==> src/rtl/core/cave_pkg.sv <==
package cave_pkg;

   localparam int CFG_W = 7;
   localparam logic [CFG_W-1:0] MAP_SIZE_RESET = 7'd64;

   localparam int OP_W = 2;
   localparam logic [OP_W-1:0] OP_WRITE = 2'd0;
   localparam logic [OP_W-1:0] OP_PASS  = 2'd1;
   localparam logic [OP_W-1:0] OP_READ  = 2'd2;

   localparam logic REG_MAP_WIDTH  = 1'b0;
   localparam logic REG_MAP_HEIGHT = 1'b1;

   localparam logic [3:0] WALL_KEEP_COUNT     = 4'd4;
   localparam logic [3:0] FLOOR_TO_WALL_COUNT = 4'd5;

   // 3x3 neighborhood, bit 0 = left column, bit 2 = right column
   typedef struct packed {
      logic [2:0] above;
      logic       left;
      logic       center;
      logic       right;
      logic [2:0] below;
   } window_type;

endpackage

==> src/rtl/core/cave_cell_rule.sv <==
module cave_cell_rule
   import cave_pkg::*;
(
   input  window_type win,
   output logic       wall
);

   logic [7:0] nbr;
   logic [3:0] count;

   always_comb begin
      nbr = {win.above, win.left, win.right, win.below};
      count = '0;
      for (int i = 0; i < 8; i++) begin
         count = count + 4'(nbr[i]);
      end
      wall = win.center ? (count >= WALL_KEEP_COUNT) : (count >= FLOOR_TO_WALL_COUNT);
   end

endmodule

==> config.mk <==
export PLATFORM = sky130hd
export DESIGN_NAME = cave_cell_rule
export DESIGN_NICKNAME = d
export VERILOG_FILES = /design/src/rtl/core/cave_pkg.sv /design/src/rtl/core/cave_cell_rule.sv
export SDC_FILE = /design/constraint.sdc
export NUM_CORES = 1
export LEC_CHECK = 0
export BUFFER_PORTS_ARGS = -buffer_cell sky130_fd_sc_hd__clkbuf_2
export CORE_AREA = 2 2 39 41
export DETAILED_ROUTE_END_ITERATION = 12
export DIE_AREA = 0 0 41 43
export MAX_ROUTING_LAYER = met4
export SETUP_SLACK_MARGIN = 0.4
export SLEW_MARGIN = 20
export SYNTH_ARGS = -nofsm -noshare
export SYNTH_HDL_FRONTEND = slang
export SYNTH_SLANG_ARGS = --single-unit
==> constraint.sdc <==
create_clock -name vclk -period 4.9
set_clock_uncertainty 0.1 [all_clocks]
set_input_delay 0.735 -clock vclk [all_inputs]
set_output_delay 0.735 -clock vclk [all_outputs]
set_load 0.03 [all_outputs]
### After elaboration in Yosys (flattened, before gate mapping)

Cells that the tools add are included.
W data, S select, Z words.

* multiply operators: 0
* equal/unequal tests: 0
* divide/modulo/power cells: 0
* reductions and logical operators: 0
* order comparisons: 2
* shifts and indexed selects: 0
* $add $sub $neg: 7
* bitwise operators: 0
* mux-type cells: 1

Operators by type and width (number)
* $add A4 B1 Y4: 4
* $ge A4 B3 Y1 const B: 2
* $add A3 B1 Y4: 1
* $add A2 B1 Y3: 1
* $add A1 B1 Y2: 1
* $mux W1: 1

* bits in writable memories: 0
* latch bits: 0
* bits of input ports: 9
* logic and storage cells: 10
* flip-flop bits (word level): 0
* memories kept: 0
* ROM bits: 0

### Longest topological paths before layout

* depth after elaboration: 9
* depth in mapped cells: 10

### Worst setup path before layout

Ideal clock, no wire load.

* path kind: input -> output
* start: input port win[0] (netlist name)
* end: output port wall
* slack: 0.542 ns
* stages: 10
* data arrival time: 3.523 ns
* data required time: 4.065 ns
* cells stage by stage: inv_1 > fa_1 > fa_1 > fa_1 > inv_1 > ha_1 > inv_1 > fa_1 > nor3b_1 > o22ai_1

* word-level cells in the longest chain between the ends: 9
* elaborated cells between the ends (all ways): 10
* classes of those cells: add/sub (7); order compare (2); mux (1)

RTL lines
* start, declared: line cave_cell_rule.sv:4 `input window_type win,`
* $add A1 B1 Y2 *: line cave_cell_rule.sv:15 `count = count + 4'(nbr[i]);`
* $add A2 B1 Y3 *: line cave_cell_rule.sv:15
* $add A3 B1 Y4 *: line cave_cell_rule.sv:15
* $add A4 B1 Y4 * (4 in a row): line cave_cell_rule.sv:15
* $ge A4 B3 Y1: line cave_cell_rule.sv:17 `wall = win.center ? (count >= WALL_KEEP_COUNT) : (count >= FLOOR_TO_WALL_COUNT);`
* $mux W1 *: line cave_cell_rule.sv:17
* end, declared: line cave_cell_rule.sv:5 `output logic wall`

Every way passes the cells marked *; elsewhere a longest branch is shown, timed or not.

### Final worst setup path

Ends and elaborated chain as after synthesis.

==> flow_summary.ini <==
[worst_setup_path]
worst-setup-path-type = input pin to output port
critPathLaunch = win[0]
worst_path_dominant_cell_family = adder cells
crit_fanout = 2
worst-path-buf-inv = 5
cp_capture_type = output port
timing.critical_path.mode_cell = fa_1
timing.critical_path.required_ns = 4.07
critPathLaunchType = input pin
worst_path_max_delay_cell = fa_1
worst_ep_arrival_time_ns = 3.50
critical_path.cell_chain = clkbuf_2, inv_1, fa_1, fa_1, fa_1, inv_1, ha_1, inv_1, fa_1, nor3b_1, o22ai_1, buf_4
worst_setup_path_endpoint = wall
cp_slowest_stage_delay_ns = 0.55
critical_path_depth = 12

[yosys]
yosysWarnings = 0
synthTopCellsByCount = inv_1, fa_1, ha_1
netlist-cell-type-count = 7
syn_nets = 41
synth_top_area_share_pct = 40.5
synth_area_um2 = 198
post_synth_main_area_contributors = fa_1, inv_1, ha_1, xor2_1, nor3b_1
synth_largest_area_cell = fa_1
synthesis.area_per_instance_um2 = 7.91
synthesis.instances = 25
synth-seq-area-share_pct = 0
synth.most_common_cell = inv_1

[layout]
clock_buffers = 0
nFlopsAndLatches = 0
flow.area_growth_from_synthesis_pct = 36.7
final_cell_area_um2 = 270
instances_no_fill = 51
filler_instances = 161
layout.area.seq_um2 = 0
final_nets = 53
multiInputGateArea_um2 = 145
fin_util_pct = 19.5
antenna-diode-count = 0
drive_above_1_share_pct = 28.6

[clocking]
cts_post_setup_buffers_inserted = 0
cts.hold.buffers_added = 0

[flow_run]
cap_viol_max_count = 0

[grt]
globalRouteOverflowTotal = 0
global_route.usage.total_pct = 3.91
antenna_found_initial = 0
grt_pass1_vias = 142
grt_max_degree = 3
grt_first_pass_wirelength_um = 510

[drt]
vias_per_cell = 3.12
route.antenna.remaining_nets = 0
drt_iter0_markers = 0
first_pass_iters = 1
drt_drc_violations_left = 0
post_drt_wl_per_cell_um = 5.86
route.vias.total = 159
totalWireLength_um = 299

[placed_design]
detailedPlace.worstSlack_ns = 0.499
placed_cells_incl_taps = 51
place_area_um2 = 268
weighted_congestion_at_the_end_of_routability_driven_global_placement = 0.514
dp.final_hpwl_um = 303
port_buffers = 10

[power_and_ir_drop]
total_power_uw = 54.3
power.density_cell_area_nw_per_um2 = 201
power_leakage_nw = 0.172
vdd_drop_max_mv = 0.0347

[sta]
grt_setup_unrepaired = no
setup_tns_ns = 0
report.final.slew_viol_count = 0
worst_slew_margin_rel_pct = 87.7
portion_of_the_clock_cycle_consumed_by_the_worst_path_in_the_final_layout_pct = 88.5
tightest_slew_ns = 0.184
whs_ns = 1.84
final_ws_setup_ns = 0.562
achievable-frequency_ghz = 0.230
final_hold_viol_count = 0
final_period_minus_worst_setup_slack_ns = 4.34
total_setup_violations_reported_at_the_end_of_the_flow = 0

[hold_path]
hold_start = win[4]
hold_class = input pin to output port

[floorplanning]
floorplan.initialDensity_pct = 14.3
die_area_um2 = 1760
die-height_um = 43
core_region_area_um2 = 1380
die_w_um = 41
placement_rows = 14
io-pin-count = 10

[outcome]
status = finished, final reports clean
layout by cell type, fill, tap and decap left out, drive strengths merged:
cell type and n:
a21oi 1, buf 1, clkbuf 9, fa 4
ha 3, inv 14, nor3b 1, o22ai 1
xor2 1
final cells by class:
| cell class | instances | area share (%) |
|---|---|---|
| inverters | 14 | 19.4 |
| repair buffers | 10 | 19.4 |
| multi-input cells | 11 | 53.7 |
| well taps | 16 | 7.41 |
cells by family (layout without fill, tap and decap cells):
kind of cell | Yosys count | count (layout) | share of synthesized area, %
adders and majority gates | 7 | 7 | 59.5
and+or+nand+nor | 1 | 1 | 3.80
AOI/OAI and AO/OA | 2 | 2 | 5.70
xor gates and xnor gates | 1 | 1 | 4.43
buffers and inverters | 14 | 24 | 26.6
power breakdown:
group          switching (mW)  internal (mW)
Clock                       0              0
Sequential                  0              0
Combinational          0.0293         0.0250
metal layers:
metal  global-route usage [%]  vias to the layer above  routed length, µm
met5                        -                        -                  0
met4                        0                        0                  0
met2                     7.81                        4                171
li1                         -                       88                  -
met1                     4.18                       67                110
met3                        0                        0                 18
how the worst min path moves through the flow:
stage | to | slack [ns] | cells past startpoint
2_1_floorplan | wall | 1.78 | 2
3_3_place_gp | wall | 1.90 | 4
3_5_place_dp | wall | 1.90 | 4
4_1_cts | wall | 1.90 | 4
5_1_grt | wall | 1.88 | 4
6_report | wall | 1.84 | 4
timing repair:
action,4_1_cts,5_1_grt
setup endpoints to repair,0,1
endpoints found under the hold margin,0,0
resized for setup,0,3
Note: power is estimated with default switching activity, not from simulation.
